## config.mk

```make
export PLATFORM = sky130hd
export DESIGN_NAME = button_short_long_press_detector
export DESIGN_NICKNAME = d
export VERILOG_FILES = /design/src/hdl/bslp_pkg.sv /design/src/hdl/button_short_long_press_detector.sv /design/src/hdl/bslp_fsm.sv /design/src/hdl/bslp_out_reg.sv
export SDC_FILE = /design/constraint.sdc
export NUM_CORES = 1
export LEC_CHECK = 0
export BUFFER_PORTS_ARGS = -buffer_cell sky130_fd_sc_hd__buf_2
export CELL_PAD_IN_SITES_DETAIL_PLACEMENT = 1
export CELL_PAD_IN_SITES_GLOBAL_PLACEMENT = 2
export CORE_ASPECT_RATIO = 1.2
export CORE_MARGIN = 4
export CORE_UTILIZATION = 43
export DETAILED_ROUTE_END_ITERATION = 10
export PLACE_DENSITY_LB_ADDON = 0.1
export SETUP_SLACK_MARGIN = 0.02
export SYNTH_ARGS = -nofsm -noshare
export SYNTH_HDL_FRONTEND = slang
export SYNTH_SLANG_ARGS = --single-unit
```

## constraint.sdc

```tcl
create_clock -name clk_i -period 7.1 [get_ports clk_i]
set_input_delay 0.355 -clock clk_i [delete_from_list [all_inputs] [get_ports clk_i]]
set_output_delay 0.355 -clock clk_i [all_outputs]
set_load 0.005 [all_outputs]
```

## src/hdl/bslp_pkg.sv

```systemverilog
// shared types and constants for the button short/long press detector
`default_nettype none

package bslp_pkg;

  localparam int unsigned TIMER_BITS_DEF = 16;
  localparam int unsigned CFG_BITS       = 16;
  localparam int unsigned CFG_ADDR_BITS  = 2;

  localparam logic [CFG_BITS-1:0] DEBOUNCE_RST   = 16'd50;
  localparam logic [CFG_BITS-1:0] LONG_PRESS_RST = 16'd1000;
  localparam logic [CFG_BITS-1:0] BOOT_GRACE_RST = 16'd1000;

  typedef enum logic [CFG_ADDR_BITS-1:0] {
    CFG_DEBOUNCE   = 2'd0,
    CFG_LONG_PRESS = 2'd1,
    CFG_BOOT_GRACE = 2'd2
  } cfg_idx_e;

  typedef struct packed {
    logic [CFG_BITS-1:0] debounce_ticks;
    logic [CFG_BITS-1:0] long_press_ticks;
    logic [CFG_BITS-1:0] boot_grace_ticks;
  } cfg_t;

  typedef struct packed {
    logic long_event;
    logic short_event;
  } events_t;

endpackage

`default_nettype wire

```

## src/hdl/button_short_long_press_detector.sv

```systemverilog
// Button short/long press detector. Each input word is one millisecond tick with the raw
// active-low button level in tdata bit 0; each tick yields exactly one result word with
// short_event in bit 0 and long_event in bit 1. A tick passes through an input register,
// then the state machine and counters update while the result is loaded into the output
// register, so a word enters every cycle unless stalled. The user must write thresholds
// to the cfg port (0 debounce, 1 long press, 2 boot grace) only while idle, unenforced.
`default_nettype none

module button_short_long_press_detector import bslp_pkg::*; #(
  parameter int unsigned TIMER_BITS = TIMER_BITS_DEF
) (
  input  wire                     clk_i,
  input  wire                     rst_ni,
  input  wire                     cfg_we_i,
  input  wire [CFG_ADDR_BITS-1:0] cfg_addr_i,
  input  wire [CFG_BITS-1:0]      cfg_data_i,
  input  wire                     s_axis_tvalid,
  output logic                    s_axis_tready,
  input  wire [7:0]               s_axis_tdata,  // [0] pin_level, [7:1] zero
  output logic                    m_axis_tvalid,
  input  wire                     m_axis_tready,
  output logic [7:0]              m_axis_tdata   // [0] short_event, [1] long_event, [7:2] zero
);

  cfg_t    cfg_q;
  logic    in_valid_q;
  logic    in_level_q;
  logic    out_ready;
  logic    advance;
  events_t ev;
  events_t out_ev;

  always_ff @(posedge clk_i or negedge rst_ni) begin
    if (!rst_ni) begin
      cfg_q.debounce_ticks   <= DEBOUNCE_RST;
      cfg_q.long_press_ticks <= LONG_PRESS_RST;
      cfg_q.boot_grace_ticks <= BOOT_GRACE_RST;
    end else if (cfg_we_i) begin
      case (cfg_idx_e'(cfg_addr_i))
        CFG_DEBOUNCE:   cfg_q.debounce_ticks   <= cfg_data_i;
        CFG_LONG_PRESS: cfg_q.long_press_ticks <= cfg_data_i;
        CFG_BOOT_GRACE: cfg_q.boot_grace_ticks <= cfg_data_i;
        default: ;
      endcase
    end
  end

  assign advance       = in_valid_q && out_ready;
  assign s_axis_tready = !in_valid_q || out_ready;

  always_ff @(posedge clk_i or negedge rst_ni) begin
    if (!rst_ni) begin
      in_valid_q <= 1'b0;
    end else if (s_axis_tready) begin
      in_valid_q <= s_axis_tvalid;
    end
  end

  always_ff @(posedge clk_i) begin
    if (s_axis_tready && s_axis_tvalid) begin
      in_level_q <= s_axis_tdata[0];
    end
  end

  bslp_fsm #(
    .TIMER_BITS(TIMER_BITS)
  ) u_fsm (
    .clk_i   (clk_i),
    .rst_ni  (rst_ni),
    .cfg_i   (cfg_q),
    .tick_i  (advance),
    .level_i (in_level_q),
    .events_o(ev)
  );

  bslp_out_reg u_out (
    .clk_i   (clk_i),
    .rst_ni  (rst_ni),
    .load_i  (in_valid_q),
    .events_i(ev),
    .ready_o (out_ready),
    .valid_o (m_axis_tvalid),
    .taken_i (m_axis_tready),
    .events_o(out_ev)
  );

  assign m_axis_tdata = {6'b0, out_ev.long_event, out_ev.short_event};

endmodule

`default_nettype wire

```

## src/hdl/bslp_fsm.sv

```systemverilog
// press state machine with saturating tick counters
`default_nettype none

module bslp_fsm import bslp_pkg::*; #(
  parameter int unsigned TIMER_BITS = TIMER_BITS_DEF
) (
  input  wire     clk_i,
  input  wire     rst_ni,
  input  cfg_t    cfg_i,
  input  wire     tick_i,
  input  wire     level_i,
  output events_t events_o
);

  localparam int unsigned CW = (TIMER_BITS > CFG_BITS) ? TIMER_BITS : CFG_BITS;

  typedef enum logic [1:0] {
    MODE_BOOT = 2'd0,
    MODE_IDLE = 2'd1,
    MODE_HELD = 2'd2,
    MODE_LONG = 2'd3
  } mode_e;

  mode_e                 mode_q, mode_d;
  logic                  last_level_q;
  logic [TIMER_BITS-1:0] since_change_q, since_change_d;
  logic [TIMER_BITS-1:0] since_boot_q, since_boot_d;
  logic [TIMER_BITS-1:0] press_time_q, press_time_d;
  logic                  need_release_q, need_release_d;
  logic                  stable;
  events_t               ev;

  function automatic logic [TIMER_BITS-1:0] sat_inc(input logic [TIMER_BITS-1:0] v);
    return (&v) ? v : v + 1'b1;
  endfunction

  function automatic logic [CW-1:0] ext_t(input logic [TIMER_BITS-1:0] v);
    return CW'(v);
  endfunction

  function automatic logic [CW-1:0] ext_c(input logic [CFG_BITS-1:0] v);
    return CW'(v);
  endfunction

  always_comb begin
    mode_d         = mode_q;
    need_release_d = need_release_q;
    press_time_d   = press_time_q;
    since_boot_d   = sat_inc(since_boot_q);
    since_change_d = (level_i != last_level_q) ? '0 : sat_inc(since_change_q);
    stable         = ext_t(since_change_d) >= ext_c(cfg_i.debounce_ticks);
    ev             = '0;
    case (mode_q)
      MODE_BOOT: begin
        if (ext_t(since_boot_d) >= ext_c(cfg_i.boot_grace_ticks)) begin
          since_change_d = '0;
          need_release_d = ~level_i;
          mode_d         = MODE_IDLE;
        end
      end
      MODE_IDLE: begin
        if (stable && level_i) begin
          need_release_d = 1'b0;
        end
        if (stable && !level_i && !need_release_q) begin
          press_time_d = '0;
          mode_d       = MODE_HELD;
        end
      end
      MODE_HELD: begin
        press_time_d = sat_inc(press_time_q);
        if (level_i) begin
          ev.short_event = 1'b1;
          mode_d         = MODE_IDLE;
        end else if (ext_t(press_time_d) >= ext_c(cfg_i.long_press_ticks)) begin
          ev.long_event = 1'b1;
          mode_d        = MODE_LONG;
        end
      end
      default: begin
        if (level_i) begin
          mode_d = MODE_IDLE;
        end
      end
    endcase
  end

  always_ff @(posedge clk_i or negedge rst_ni) begin
    if (!rst_ni) begin
      mode_q         <= MODE_BOOT;
      last_level_q   <= 1'b1;
      since_change_q <= '0;
      since_boot_q   <= '0;
      press_time_q   <= '0;
      need_release_q <= 1'b0;
    end else if (tick_i) begin
      mode_q         <= mode_d;
      last_level_q   <= level_i;
      since_change_q <= since_change_d;
      since_boot_q   <= since_boot_d;
      press_time_q   <= press_time_d;
      need_release_q <= need_release_d;
    end
  end

  assign events_o = tick_i ? ev : '0;

  a_one_event: assert property (@(posedge clk_i) disable iff (!rst_ni)
    !(events_o.short_event && events_o.long_event))
    else $error("short and long event in the same tick");

  a_short_to_idle: assert property (@(posedge clk_i) disable iff (!rst_ni)
    events_o.short_event |=> mode_q == MODE_IDLE)
    else $error("short event did not return to idle");

  a_long_to_fired: assert property (@(posedge clk_i) disable iff (!rst_ni)
    events_o.long_event |=> mode_q == MODE_LONG)
    else $error("long event did not enter long fired");

  a_held_no_release: assert property (@(posedge clk_i) disable iff (!rst_ni)
    mode_q == MODE_HELD |-> !need_release_q)
    else $error("held while a release is still required");

endmodule

`default_nettype wire

```

## src/hdl/bslp_out_reg.sv

```systemverilog
// result register on the master side
`default_nettype none

module bslp_out_reg import bslp_pkg::*; (
  input  wire     clk_i,
  input  wire     rst_ni,
  input  wire     load_i,
  input  events_t events_i,
  output logic    ready_o,
  output logic    valid_o,
  input  wire     taken_i,
  output events_t events_o
);

  logic    valid_q;
  events_t events_q;

  assign ready_o = !valid_q || taken_i;

  always_ff @(posedge clk_i or negedge rst_ni) begin
    if (!rst_ni) begin
      valid_q <= 1'b0;
    end else if (ready_o) begin
      valid_q <= load_i;
    end
  end

  always_ff @(posedge clk_i) begin
    if (ready_o && load_i) begin
      events_q <= events_i;
    end
  end

  assign valid_o  = valid_q;
  assign events_o = events_q;

endmodule

`default_nettype wire

```

Yosys cells after proc, flatten, opt, wreduce, memory -nomap -nowiden
Cells that the tools add are included. W data, S select, Z words.

Output and inout bits: 10. Bits in registers: 105. Input port bits: 31. Word-level logic and storage cells: 76.

Add/sub/neg operators: 3. Mux-type cells: 19. Reductions and logical operators: 26. Magnitude comparators: 3. Bitwise logic cells: 2. Equal/unequal tests: 9.

Operators by type and width (number): $mux W16 (7); $add A16 B1 Y16 const B (3); $ge A16 B16 Y1 (3); $reduce_and A16 Y1 (3); $pmux W16 S2 (1); $mux W2 (5); $ne A2 B1 Y1 const B (3); $pmux W2 S3 (1); $reduce_and A2 Y1 (3); $logic_and A1 B1 Y1 (5); $reduce_and A5 Y1 (1); $eq A2 B1 Y1 const B (2); $eq A2 B2 Y1 const B (2); $logic_not A1 Y1 (4); $logic_not A2 Y1 (2); $mux W1 (4); $reduce_and A4 Y1 (1); $reduce_bool A2 Y1 (2); $reduce_bool A4 Y1 (1); $ne A3 B2 Y1 const B (1); $reduce_and A3 Y1 (1); $logic_or A1 B1 Y1 (2); $not A1 Y1 (2); $pmux W1 S2 (1); 2 further kinds (2).

Logic depth before layout (Yosys ltp)
Gate-level depths: netlist of run 1.

Word-level depth: 8. Mapped depth: 17. Gate-level depth less buffers: 15.

Hierarchy
Synthesis of run 1 repeated with hierarchy kept, for this count alone.

Cells, all modules: 696. Area total of the unflattened synthesis: 6816.5 µm².

By module, submodules not included: bslp_fsm (area an instance 4739.5 µm², cells an instance 575, sequential area each 1302.5 µm², instances 1); button_short_long_press_detector (area an instance 1963.1 µm², cells an instance 115, sequential area each 1275.0 µm², instances 1); bslp_out_reg (area an instance 113.9 µm², cells an instance 6, sequential area each 85.1 µm², instances 1).

Least setup slack after synthesis of run 1
No wires, ideal clock.

Path kind: register to register. From: register u_fsm.since_change_q[0]. To: register u_fsm.press_time_q[10]. Buffers on the path: 1. Arrival time: 3604 ps. Data required time: 6978 ps. Cell stages (with the launch flop): 17. Period minus slack after synthesis: 3726 ps. Setup slack: 3374 ps. Setup time: 122 ps. Path through: dfrtp_1 ha_1 nand3_1 nor3b_4 a31oi_1 nand4_1 or3_1 a21oi_1 ha_1 a21o_1 a21oi_1 o22ai_1 a211o_2 a32oi_4 a21oi_2 buf_6 a32o_1.

Longest elaborated chain between the ends: 8. Elaborated cells between the ends (all ways): 9. Those cells by class: 1 x add/sub; 1 x order compare; 1 x eq/ne; 2 x mux; 4 x reduce/logical.

Ends and longest elaborated chain: start: declaration (line bslp_fsm.sv:26) `logic [TIMER_BITS-1:0] since_change_q, since_change_d;`; start signal: assignment (line bslp_fsm.sv:99) `since_change_q <= since_change_d;`; $add A16 B1 Y16 / $reduce_and A16 Y1 (equally long branches) (line bslp_fsm.sv:34) `return (&v) ? v : v + 1'b1;`; $mux W16 * (line bslp_fsm.sv:34); $mux W16 * (line bslp_fsm.sv:50) `since_change_d = (level_i != last_level_q) ? '0 : sat_inc(since_change_q);`; $ge A16 B16 Y1 * (line bslp_fsm.sv:51) `stable = ext_t(since_change_d) >= ext_c(cfg_i.debounce_ticks);`; $logic_and A1 B1 Y1 * (2 in series) (line bslp_fsm.sv:65) `if (stable && !level_i && !need_release_q) begin`; $ne A2 B1 Y1 (no source line) *; $reduce_and A3 Y1 (no source line) *; end signal: assignment (line bslp_fsm.sv:101) `press_time_q <= press_time_d;`; end: declaration (line bslp_fsm.sv:28) `logic [TIMER_BITS-1:0] press_time_q, press_time_d;`.

Every way passes the cells marked *; elsewhere a longest branch is shown, timed or not. A chain may end at the register's enable or synchronous reset.

Final worst setup path of run 1
From: register u_fsm.since_change_q[0]. To: register u_fsm.press_time_q[9].

The elaborated chain is that of the path after synthesis.

==> metrics.md, run 1 <==
| Metric | Value |
|---|---|
| Status | completed |
| Leakage power | 3.33 nW |
| Core Box Area | 15100 sq um |
| HP Class | input pin to asynchronous set/reset pin |
| Combinational Power Share | 28.7% |
| Hold-fix buffers at CTS | 0 |
| Total clock sinks | 105 |
| Worst EP required | 7350 ps |
| Cts bufs inserted | 9 |
| Max Cap Viol | 0 |
| Worst VDD drop | 0.107 mV |
| Remaining DRCs | 0 |
| Final setup TNS | 0 ps |
| Initial Utilization | 44.0% |
| DRT antenna net count | 0 |
| Max Slew Vio Count | 0 |
| Initial drt markers | 177 |
| Internal power | 1.28 mW |
| Syn Inst Count | 688 |
| WP data arrival | 4840 ps |
| Sequential share of power | 41.2% |
| EDFF count, synth | 3 |
| Final setup fails | 0 |
| Worst reg-to-reg setup slack | 2510 ps |
| Switching share of power | 33.7% |
| Fin crit period | 4590 ps |
| Part of the power in the clock network | 30.1% |
| Row count | 49 |
| Final Hold Fails | 0 |
| CP Max Fanout | 13 |
| Post-cts sizing count | 0 |
| Area of the multi-input gates | 3590 sq um |
| Routed wire length | 16600 microns |
| FF-to-FF End | u_fsm.press_time_q[9] |
| Rel. slew slack | 43.4% |
| Achievable Freq | 218 MHz |
| Layout cell share with drive strength beyond 1 | 17.1% |
| Ys async rst share | 97.1% |
| Share of the synthesized area in the top cell type | 32.4% |
| Seq. cell area | 2660 sq um |
| R2R cell count | 15 |
| Post-CTS Setup Bufs | 0 |
| Mapped cell area | 6630 sq um |
| All-Layer GR Usage | 20.5% |
| Number of synthesis warnings | 0 |
| PD cells | 266 nW/um^2 |
| Diodes inserted | 0 |
| Net Switching | 0.651 mW |
| Area growth syn-to-layout | 9.37% |
| Fin nets | 787 |
| Cell taking the most area after synthesis | dfrtp_1 |
| Port Buffers | 27 |
| Yosys reg bits | 105 |
| Maximum root-to-sink buffer count | 2 |
| Die height | 144 microns |
| Dpl hpwl | 12500 microns |
| R2r startpoint | u_fsm.since_change_q[0] |
| Pin count of the biggest net entering global routing | 55 |
| Die Wd | 121 microns |
| Routed wire length per instance | 18.2 microns |
| CP Capture Type | flop |
| Total power draw | 1.93 mW |
| Top area cells in the synthesized netlist | dfrtp_1, ha_1, mux2_2, dfstp_2, nand2_1 |
| Clk_lat worst skew | 360 ps |
| Fin Clk Skew | 6.42 ps |
| Total number of vias | 5016 |
| CP Capture Point | u_fsm.press_time_q[9] |
| Routability Congestion | 0.805 |
| WS Path Type | flop to flop |
| Final period utilization | 64.7% |
| CTS tree | built |
| Pre-CTS setup slack | 2570 ps |
| IO Count | 41 |
| Post-layout util | 48.1% |
| Post-synthesis cell type count | 69 |
| Post-synthesis sequential area ratio | 40.1% |
| Slew @ Worst Pin | 847 ps |
| Filler cell count | 1754 |
| Critical path launch point | u_fsm.since_change_q[0] |
| Clock slew at reported path FFs | 70 ps |
| Drt first pass iters | 4 |
| First-pass GRT wire length | 28300 microns |
| Vias in the first global route | 5481 |
| Grt ovf | 0 |
| Initial antenna violation count | 0 |
| RSZ-0062 raised after global routing | false |
| Setup ws final | 2510 ps |
| CP Launch Type | flop |
| Top_reg_cell synth | dfrtp_1 |
| H-tree Lvls | 3 |
| Root Buffer | clkbuf_16 |
| Post-Syn Area per Cell | 9.64 sq um |
| Via density per instance | 5.50 |
| Die ar. | 17500 sq um |
[kinds of logic (layout without fill, tap and decap cells)]
logic type,after synthesis,count (layout),share of synthesized area [%]
buffers and inverters,93,108,6.04
AOI/OAI and AO/OA,135,135,14.7
adders and majority gates,53,53,10.0
xor gates and xnor gates,42,42,5.77
and+or+nand+nor,215,215,15.9
other,1,6,0.0565
muxes,44,44,7.39
DFF,105,105,40.1
[cells in the mapped netlist, types with 4 or more instances]
cell       n
and2_1     9
o21ai_0   30
a31oi_1   10
nand2_1   69
inv_1     59
dfstp_2   16
and3_1     8
nor2b_1    4
a32o_1    13
xor2_1    18
a21oi_1   28
nand2b_1   9
nor4_1     4
o41ai_1    6
ha_1      53
o22ai_1    4
dfrtp_1   86
nand4_1   15
nand3_1   31
xnor2_1   22
o31ai_1    5
mux2_2    40
mux2i_1    4
nor2_1    42
nor3_1     9
buf_4      7
clkbuf_1  19
[placed cells by master (no fill, tap or decap), types with 3 or more instances in the layout]
cell type / count
a21o_1: 3
xnor2_1: 22
and3_1: 8
mux2_2: 40
mux2i_1: 4
o31ai_1: 5
nor4_1: 4
conb_1: 6
bufinv_16: 3
nor2_1: 42
a31oi_1: 10
nand2b_1: 9
nand3b_1: 3
xor2_1: 18
nand2_1: 69
o21ai_0: 30
nor2b_1: 4
clkbuf_16: 9
edfxtp_1: 3
a211oi_1: 3
o21a_1: 3
dfrtp_1: 86
inv_1: 59
a32o_1: 13
dfstp_2: 16
o22ai_1: 4
buf_2: 26
nand3_1: 31
o211ai_1: 3
nor3_1: 9
or3_1: 3
o41ai_1: 6
and2_1: 9
nand4_1: 15
ha_1: 53
buf_4: 6
a21oi_1: 28
[sequential cells by signal, indices dropped and copies added, names as in the netlist]
| name | flops |
|---|---|
| u_fsm.since_change_q | 16 |
| in_valid_q | 1 |
| u_out.events_o | 2 |
| u_fsm.last_level_q | 1 |
| u_fsm.since_boot_q | 16 |
| u_fsm.need_release_q | 1 |
| u_out.valid_o | 1 |
| u_fsm.mode_q | 2 |
| u_fsm.press_time_q | 16 |
| in_level_q | 1 |
| cfg_q | 48 |
[final cells by class]
type	instances	share of cell area, %
multi-input cells	495	49.5
flip-flops and latches	105	36.7
well taps	204	3.52
clock buffers	9	3.10
inverters	60	3.10
repair buffers	32	2.41
clock inverters	7	1.62
[through the flow]
| step | cells | hold slack, ps | instance area, sq um |
|---|---|---|---|
| floorplan | 693 | 59.4 | 6650 |
| global placement | 896 | 423 | 6910 |
| detailed placement | 896 | 429 | 6910 |
| CTS | 912 | 45.3 | 7260 |
| global route | 912 | 78.1 | 7260 |
| finish | 912 | 9.80 | 7260 |
[per-layer routing]
metal	share of wire [%]	track usage, %	up-vias
li1	-	-	2462
met1	44	25.5	2500
met2	53	37.0	36
met3	1.6	2.11	18
met4	1.8	7.14	0
met5	0	0	-
[power groups by stage]
stage | logic (mW) | registers, mW | clock network [mW]
after floorplan | 0.419 | 0.776 | 0
after global placement | 0.518 | 0.800 | 0
after detailed placement | 0.558 | 0.807 | 0
after CTS | 0.566 | 0.796 | 0.599
after global routing | 0.639 | 0.814 | 0.624
final | 0.554 | 0.797 | 0.582
[worst min-delay path by stage]
stage | startpoint | endpoint | slack (ps) | cells after the start
6_report | rst_ni | u_fsm.since_boot_q[10] | 10 | 1
5_1_grt | rst_ni | u_fsm.since_boot_q[9] | 80 | 1
4_1_cts | rst_ni | u_fsm.since_boot_q[12] | 50 | 1
3_5_place_dp | rst_ni | u_fsm.since_boot_q[12] | 430 | 1
3_3_place_gp | rst_ni | u_fsm.since_boot_q[10] | 420 | 1
2_1_floorplan | rst_ni | cfg_q[0] | 60 | 0
[critical path: stages (launching register included)]
cell     delay (ps)
dfrtp_1         430
ha_1            270
nand3_1         170
nor3b_4          80
a31oi_1         430
nand4_1         390
or3_1           440
a21oi_1         220
ha_1            280
a21o_1          180
a21oi_1         150
o22ai_1         100
a211o_2         350
a32oi_4         310
a21oi_2         270
a221o_1         380
No activity file was read; power rests on OpenSTA's default activity.
==> run 2: changes to the inputs <==
--- a/config.mk
+++ b/config.mk
@@ -10,7 +10,7 @@
 export CELL_PAD_IN_SITES_GLOBAL_PLACEMENT = 2
 export CORE_ASPECT_RATIO = 1.2
 export CORE_MARGIN = 4
-export CORE_UTILIZATION = 43
+export CORE_UTILIZATION = 36
 export DETAILED_ROUTE_END_ITERATION = 10
 export PLACE_DENSITY_LB_ADDON = 0.1
 export SETUP_SLACK_MARGIN = 0.02
==> constraint.sdc (replaced) <==
create_clock -name clk_i -period 4.1 [get_ports clk_i]
set_input_delay 0.205 -clock clk_i [delete_from_list [all_inputs] [get_ports clk_i]]
set_output_delay 0.205 -clock clk_i [all_outputs]
set_load 0.005 [all_outputs]
==> run 2 against run 1 <==
Net effect:
- count of clock-buffer cells in the layout grew 1
- power is 71% higher
- register-to-register slack got worse by 2300 ps
- sequential power rose by 72%
- clock skew is 5.7 ps higher
- routed wire length grew 5.5%
- largest cell class unchanged
- sequential share of layout area down 0.87 points
- global-route usage is 2.9 points lower
==> metrics.md, run 2 (synthesis gave the netlist of run 1 again) <==
| Metric | Value |
|---|---|
| Status | completed |
| Maximum root-to-sink buffer count | 2 (unchanged) |
| Fin crit period | 3850 ps (-747 ps) |
| Pre-CTS setup slack | 54.8 ps (-2520 ps) |
| Max Cap Viol | 0 (unchanged) |
| Row count | 54 (+10%) |
| Cts bufs inserted | 9 (unchanged) |
| Final period utilization | 93.8% (+29 points) |
| Pin count of the biggest net entering global routing | 75 (+36%) |
| Hold-fix buffers at CTS | 0 (unchanged) |
| Fin nets | 806 (+2.4%) |
| CP Capture Type | flop |
| PD cells | 446 nW/um^2 (+67%) |
| R2R cell count | 15 (unchanged) |
| Grt ovf | 0 (unchanged) |
| Post-Place Cells | 930 (+3.8%) |
| Initial drt markers | 194 (+9.6%) |
| Die Wd | 132 microns (+8.7%) |
| Final setup fails | 0 (unchanged) |
| Commonest non-fill, non-tap cell in the layout | dfrtp_1 |
| Final setup TNS | 0 ps (unchanged) |
| Root Buffer | clkbuf_16 |
| Internal power | 2.15 mW (+68%) |
| Filler cell count | 2077 (+18%) |
| Diodes inserted | 0 (unchanged) |
| Max Slew Vio Count | 0 (unchanged) |
| Worst VDD drop | 0.208 mV (+95%) |
| Number of flip-flops in the largest register | 48 (unchanged) |
| Die ar. | 20700 sq um (+18%) |
| Switching share of power | 35.2% (+1.5 points) |
| Die height | 157 microns (+8.8%) |
| Initial antenna violation count | 0 (unchanged) |
| DRT antenna net count | 0 (unchanged) |
| Area growth syn-to-layout | 12.1% |
| WP data arrival | 4090 ps (-750 ps) |
| WS Path Type | flop to flop |
| Remaining DRCs | 0 (unchanged) |
| Routed wire length | 17500 microns (+5.5%) |
| Core Box Area | 18200 sq um (+21%) |
| Total number of vias | 5152 (+2.7%) |
| Via density per instance | 5.42 (-1.5%) |
| Rel. slew slack | 33.5% (-9.9 points) |
| Post-layout util | 40.9% (-7.2 points) |
| Most flops, register | cfg_q |
| Initial Utilization | 36.5% (-7.5 points) |
| FF-to-FF End | u_fsm.press_time_q[9] |
| Total clock sinks | 105 (unchanged) |
| Leakage power | 3.40 nW (+2.2%) |
| CTS tree | built |
| Sequential share of power | 41.4% (+0.2 points) |
| Dpl hpwl | 13300 microns (+6.0%) |
| CP Launch Type | flop |
| Area of the multi-input gates | 3640 sq um (+1.2%) |
| Net Switching | 1.16 mW (+79%) |
| Leading cell types in the layout, fill and taps excluded | dfrtp_1, nand2_1, inv_1 |
| Clk_lat worst skew | 360 ps (about the same) |
| Worst EP required | 4340 ps (-3010 ps) |
| H-tree Lvls | 3 (unchanged) |
| IO Count | 41 (unchanged) |
| Part of the power in the clock network | 27.2% (-2.9 points) |
| Routability Congestion | 0.779 (-3.3%) |
| Drt first pass iters | 5 (+1) |
| Seq. cell area | 2660 sq um (about the same) |
| Worst Hold Launch | s_axis_tdata[0] |
| Port Buffers | 27 (unchanged) |
| Setup ws final | 253 ps (-2250 ps) |
| Combinational Power Share | 31.4% (+2.7 points) |
| Achievable Freq | 260 MHz (+19%) |
| All-Layer GR Usage | 17.6% (-2.9 points) |
| HP Class | input pin to flop |
| Clock slew at reported path FFs | 80 ps (about the same) |
| Fin cells | 951 (+4.3%) |
| Fin Clk Skew | 12.1 ps (+5.65 ps) |
| R2r startpoint | u_fsm.since_change_q[1] |
| Final Hold Fails | 0 (unchanged) |
| Hold endpoint | in_level_q |
| Vias in the first global route | 5646 (+3.0%) |
| Worst reg-to-reg setup slack | 250 ps (-2250 ps) |
| Slew @ Worst Pin | 998 ps (+151 ps) |
| Routed wire length per instance | 18.4 microns (+1.1%) |
| RSZ-0062 raised after global routing | false |
| First-pass GRT wire length | 29100 microns (+2.9%) |
| Layout cell share with drive strength beyond 1 | 19.9% (+2.9 points) |
| Hold Crit Depth | 1 |
| CP Max Fanout | 9 (-4) |
-- run 2: cell count changes in the layout (fill, tap and decap cells not counted), sizes merged --
cell	change
bufinv	-2
inv	-1
buf	+19
clkinv	+2
clkbuf	+1
-- run 2: worst max path at each step --
stage,start,end,slack (ps)
after floorplan,u_fsm.since_change_q[0],u_fsm.press_time_q[13],370
after global placement,u_fsm.since_boot_q[5],u_fsm.since_change_q[7],160
after detailed placement,u_fsm.since_change_q[0],u_fsm.press_time_q[9],50
after CTS,u_fsm.since_change_q[0],u_fsm.press_time_q[9],30
after global routing,u_fsm.since_change_q[1],u_fsm.press_time_q[9],10
final,u_fsm.since_change_q[1],u_fsm.press_time_q[9],250
-- run 2: final cells by class --
type | count | area share (%)
Inverter | 60 | 3.03
Sequential cell | 105 | 35.8
Multi-Input combinational cell | 495 | 48.9
Tap cell | 224 | 3.77
Timing Repair Buffer | 51 | 4.44
Clock buffer | 10 | 3.08
Clock inverter | 6 | 0.925
-- run 2: power groups by stage --
| stage | Combinational [mW] | Clock [mW] | Sequential (mW) |
|---|---|---|---|
| 2_1_floorplan | 0.726 | 0 | 1.34 |
| 3_3_place_gp | 0.956 | 0 | 1.38 |
| 3_5_place_dp | 1.02 | 0 | 1.39 |
| 4_1_cts | 1.02 | 0.935 | 1.37 |
| 5_1_grt | 1.19 | 0.974 | 1.40 |
| 6_report | 1.04 | 0.900 | 1.37 |
-- run 2: metrics by stage --
| stage | hold slack (ps) | total power, mW | instance area [sq um] |
|---|---|---|---|
| finish | 24.6 | 3.31 | 7440 |
| CTS | 6.20 | 3.33 | 7340 |
| detailed placement | 389 | 2.41 | 7040 |
| global placement | 383 | 2.33 | 7040 |
| global route | 8.20 | 3.57 | 7440 |
| floorplan | -90.6 | 2.07 | 6650 |
-- run 2: critical path, stage by stage, from the launching register on --
cell,delay (ps)
dfrtp_1,440
ha_4,180
nand3_1,140
nor3b_4,300
a31oi_1,140
buf_4,170
and3_1,200
xnor2_2,140
nor2_1,70
ha_1,300
o211ai_1,130
a2111oi_1,290
a221o_2,280
a32oi_4,160
a211o_4,430
a221o_1,360
-- run 2: what timing repair did --
action / in CTS / in global routing
buffers inserted: 0 / 5
endpoints found under the setup margin: 0 / 32
resized for setup: 0 / 9
-- run 2: per-layer routing --
metal,track usage (%),wire [microns],vias to the layer above
li1,-,-,2497
met1,21.3,7600,2584
met2,32.9,9240,55
met3,1.83,385,16
met4,5.55,280,0
met5,0,0,-
==> run 3: changes to the inputs <==
--- a/config.mk
+++ b/config.mk
@@ -5,15 +5,17 @@
 export SDC_FILE = /design/constraint.sdc
 export NUM_CORES = 1
 export LEC_CHECK = 0
+export ABC_AREA = 1
 export BUFFER_PORTS_ARGS = -buffer_cell sky130_fd_sc_hd__buf_2
 export CELL_PAD_IN_SITES_DETAIL_PLACEMENT = 1
 export CELL_PAD_IN_SITES_GLOBAL_PLACEMENT = 2
 export CORE_ASPECT_RATIO = 1.2
 export CORE_MARGIN = 4
-export CORE_UTILIZATION = 36
+export CORE_UTILIZATION = 33
 export DETAILED_ROUTE_END_ITERATION = 10
 export PLACE_DENSITY_LB_ADDON = 0.1
 export SETUP_SLACK_MARGIN = 0.02
+export SLEW_MARGIN = 40
 export SYNTH_ARGS = -nofsm -noshare
 export SYNTH_HDL_FRONTEND = slang
 export SYNTH_SLANG_ARGS = --single-unit
==> run 3 against run 2 <==
Net effect:
- worst setup slack better by 210 ps
- sequential share of layout area down 0.22 points
- count of clock-buffer cells in the layout down 1
- register-to-register slack better by 210 ps
- die area up 11%
- routed wire length up 7.7%
- first-iteration DRC count up 12%
- area after synthesis up 2.2%
- clock skew up 1.1 ps
- largest power group unchanged
==> metrics.md, run 3 <==
| Metric | Value |
|---|---|
| IO Count | 41 (unchanged) |
| Worst reg-to-reg setup slack | 460 ps (+210 ps) |
| Die height | 165 microns (+5.3%) |
| CP Max Fanout | 5 (-4) |
| Share of the synthesized area in the top cell type | 31.7% (-0.71 points) |
| WS Path Type | flop to flop |
| DRT antenna net count | 0 (unchanged) |
| Area growth syn-to-layout | 10.3% |
| Total power draw | 3.44 mW (+3.8%) |
| RSZ-0062 raised after global routing | false |
| WP data arrival | 3900 ps (-190 ps) |
| Final setup fails | 0 (unchanged) |
| Clk_lat worst skew | 360 ps (about the same) |
| Syn Inst Count | 909 (+32%) |
| Post-CTS Setup Bufs | 0 (unchanged) |
| Leakage power | 3.77 nW (+11%) |
| Worst EP required | 4360 ps (+20 ps) |
| Remaining DRCs | 0 (unchanged) |
| Cell taking the most area after synthesis | dfrtp_1 |
| Pin count of the biggest net entering global routing | 76 (+1.3%) |
| FF-to-FF End | u_fsm.mode_q[0] |
| Final setup TNS | 0 ps (unchanged) |
| Post-Syn Area per Cell | 7.46 sq um (-23%) |
| Number of synthesis warnings | 0 (unchanged) |
| CTS tree | built |
| Met3 routed WL | 317 microns (-18%) |
| Most flops, register | cfg_q |
| Worst Hold Launch | s_axis_tdata[0] |
| Total number of vias | 5798 (+13%) |
| Post-synthesis sequential area ratio | 39.3% (-0.87 points) |
| Fin crit period | 3640 ps (-206 ps) |
| Cts bufs inserted | 9 (unchanged) |
| R2r startpoint | u_fsm.press_time_q[3] |
| EDFF count, synth | 3 (unchanged) |
| Ys async rst share | 97.1% (unchanged) |
| Total clock sinks | 105 (unchanged) |
| Root Buffer | clkbuf_16 |
| Initial antenna violation count | 0 (unchanged) |
| Port Buffers | 27 (unchanged) |
| Number of flip-flops in the largest register | 48 (unchanged) |
| Fin nets | 1016 (+26%) |
| Rel. slew slack | 50.8% (+17 points) |
| Post-synthesis cell type count | 42 (-39%) |
| Commonest non-fill, non-tap cell in the layout | nand2_1 |
| Die Wd | 139 microns (+5.3%) |
| Metal-1 WL | 8650 microns (+14%) |
| CP Capture Type | flop |
| Max Cap Viol | 0 (unchanged) |
| Leading cell types in the layout, fill and taps excluded | nand2_1, inv_1, o21ai_0 |
| HP Class | input pin to flop |
| H-tree Lvls | 3 (unchanged) |
| Routability Congestion | 0.811 (+4.1%) |
| Yosys reg bits | 105 (unchanged) |
| Worst VDD drop | 0.215 mV (+3.6%) |
| Vias in the first global route | 6143 (+8.8%) |
| First-pass GRT wire length | 31700 microns (+8.9%) |
| Routed wire length | 18900 microns (+7.7%) |
| Fin Clk Skew | 13.2 ps (+1.11 ps) |
| Initial Utilization | 33.5% (-3.0 points) |
| Hold endpoint | in_level_q |
| Mapped cell area | 6780 sq um (+2.2%) |
| Max Slew Vio Count | 0 (unchanged) |
| Die ar. | 22900 sq um (+11%) |
| Clock slew at reported path FFs | 80 ps (about the same) |
| Most instantiated cells after synthesis | nand2_1, inv_1, o21ai_0, dfrtp_1, nand3_1 |
| Initial drt markers | 218 (+12%) |
| DR top layer | met4 |
| Top_reg_cell synth | dfrtp_1 |
| Hold Crit Depth | 1 (unchanged) |
| Achievable Freq | 275 MHz (+5.6%) |
| PD cells | 460 nW/um^2 (+3.2%) |
| Via density per instance | 4.82 (-11%) |
| Metal2 WL | 9520 microns (+3.1%) |
| Design area | 7480 sq um (+0.57%) |
| CP Launch Type | flop |
| Final period utilization | 88.8% (-5.0 points) |
| Count leader, synth | nand2_1 |
| Row count | 57 (+5.6%) |
| Filler cell count | 2519 (+21%) |
| Grt ovf | 0 (unchanged) |
| Dpl hpwl | 14500 microns (+9.1%) |
| Slew @ Worst Pin | 738 ps (-259 ps) |
| R2R cell count | 19 (+4) |
| Routed wire length per instance | 15.7 microns (-15%) |
| Drt first pass iters | 4 (-1) |
| Status | completed |
| Maximum root-to-sink buffer count | 2 (unchanged) |
| Layout cell share with drive strength beyond 1 | 9.39% (-11 points) |
| Top area cells in the synthesized netlist | dfrtp_1, nand2_1, ha_1, inv_1, o21ai_0 |
| Post-layout util | 36.9% (-4.0 points) |
| Core Box Area | 20300 sq um (+11%) |
| Final Hold Fails | 0 (unchanged) |
| All-Layer GR Usage | 17.1% (-0.49 points) |
| Diodes inserted | 0 (unchanged) |
| Dpl cell area | 7180 sq um (+2.0%) |
run 3: changes by cell type in the layout (fill, tap and decap cells not counted), sizes merged, moves of 13 or more:
cell,before,now
nand2,69,229
mux2,40,0
xnor2,24,4
buf,51,35
inv,59,157
nor3,9,23
o21ai,31,88
a21oi,29,46
a32o,13,0
nor2,42,57
nand3,31,60
run 3: cells by family after synthesis:
family          after synthesis  share of synthesized area (%)
simple gates                390                           24.6
buf+inv                     184                           11.1
compound gates              153                           12.0
flops                       105                           39.3
fa+ha+maj                    53                           9.78
xor+xnor                     23                           3.25
other cells                   1                         0.0553
run 3: worst max-delay path, stage by stage, from the launching register on:
cell	delay (ps)
dfrtp_1	420
inv_1	100
nor3_1	250
nand2_1	140
nor2_1	300
nand2_1	120
nor3_1	200
xnor2_1	190
nand2_1	90
ha_1	280
nand2_1	60
nor2_1	190
nand4_1	160
o41ai_1	400
buf_4	200
nor2_1	40
nor2_1	190
nand2_1	110
nand2_1	70
nand2_1	50
run 3: timing repair:
action,in CTS,in global routing
resized for setup,0,2
hold buffers,1,0
endpoints found under the setup margin,0,17
hold endpoints to repair,59,0
run 3: worst max path at each step:
| stage | startpoint | end | depth (start not counted) |
|---|---|---|---|
| final | u_fsm.press_time_q[3] | u_fsm.mode_q[0] | 19 |
| after global routing | u_fsm.press_time_q[3] | u_fsm.mode_q[0] | 19 |
| after CTS | u_fsm.press_time_q[2] | u_fsm.mode_q[0] | 18 |
| after detailed placement | u_fsm.press_time_q[2] | u_fsm.mode_q[0] | 18 |
| after global placement | u_fsm.press_time_q[2] | u_fsm.mode_q[0] | 18 |
| after floorplan | u_fsm.since_boot_q[0] | u_fsm.since_change_q[12] | 18 |
run 3: cell type report:
class,count,area [sq um],share of cell area [%]
flip-flops and latches,105,2660,35.6
clock buffers,9,225,3.01
inverters,155,582,7.78
well taps,265,332,4.43
clock inverters,7,52.6,0.703
repair buffers,36,211,2.83
multi-input cells,625,3410,45.6
run 3: where the power goes:
part / internal, mW / switching, mW
sequential: 1.24 / 0.149
combinational: 0.395 / 0.800
clock: 0.419 / 0.434
run 3: per-layer routing:
metal / GRT usage [%] / vias to the layer above
met3: 1.88 / 20
met4: 5.52 / 0
met2: 31.0 / 41
li1: - / 2947
met5: 0 / -
met1: 21.5 / 2790
run 3: per-stage QoR:
| stage | hold WS, ps | setup WS, ps | instances |
|---|---|---|---|
| 5_1_grt | 2.44 | 58.5 | 1202 |
| 4_1_cts | 8.28 | 275 | 1202 |
| 3_3_place_gp | 383 | 414 | 1185 |
| 3_5_place_dp | 305 | 302 | 1185 |
| 6_report | 20.9 | 459 | 1202 |
| 2_1_floorplan | -90.6 | 1080 | 914 |
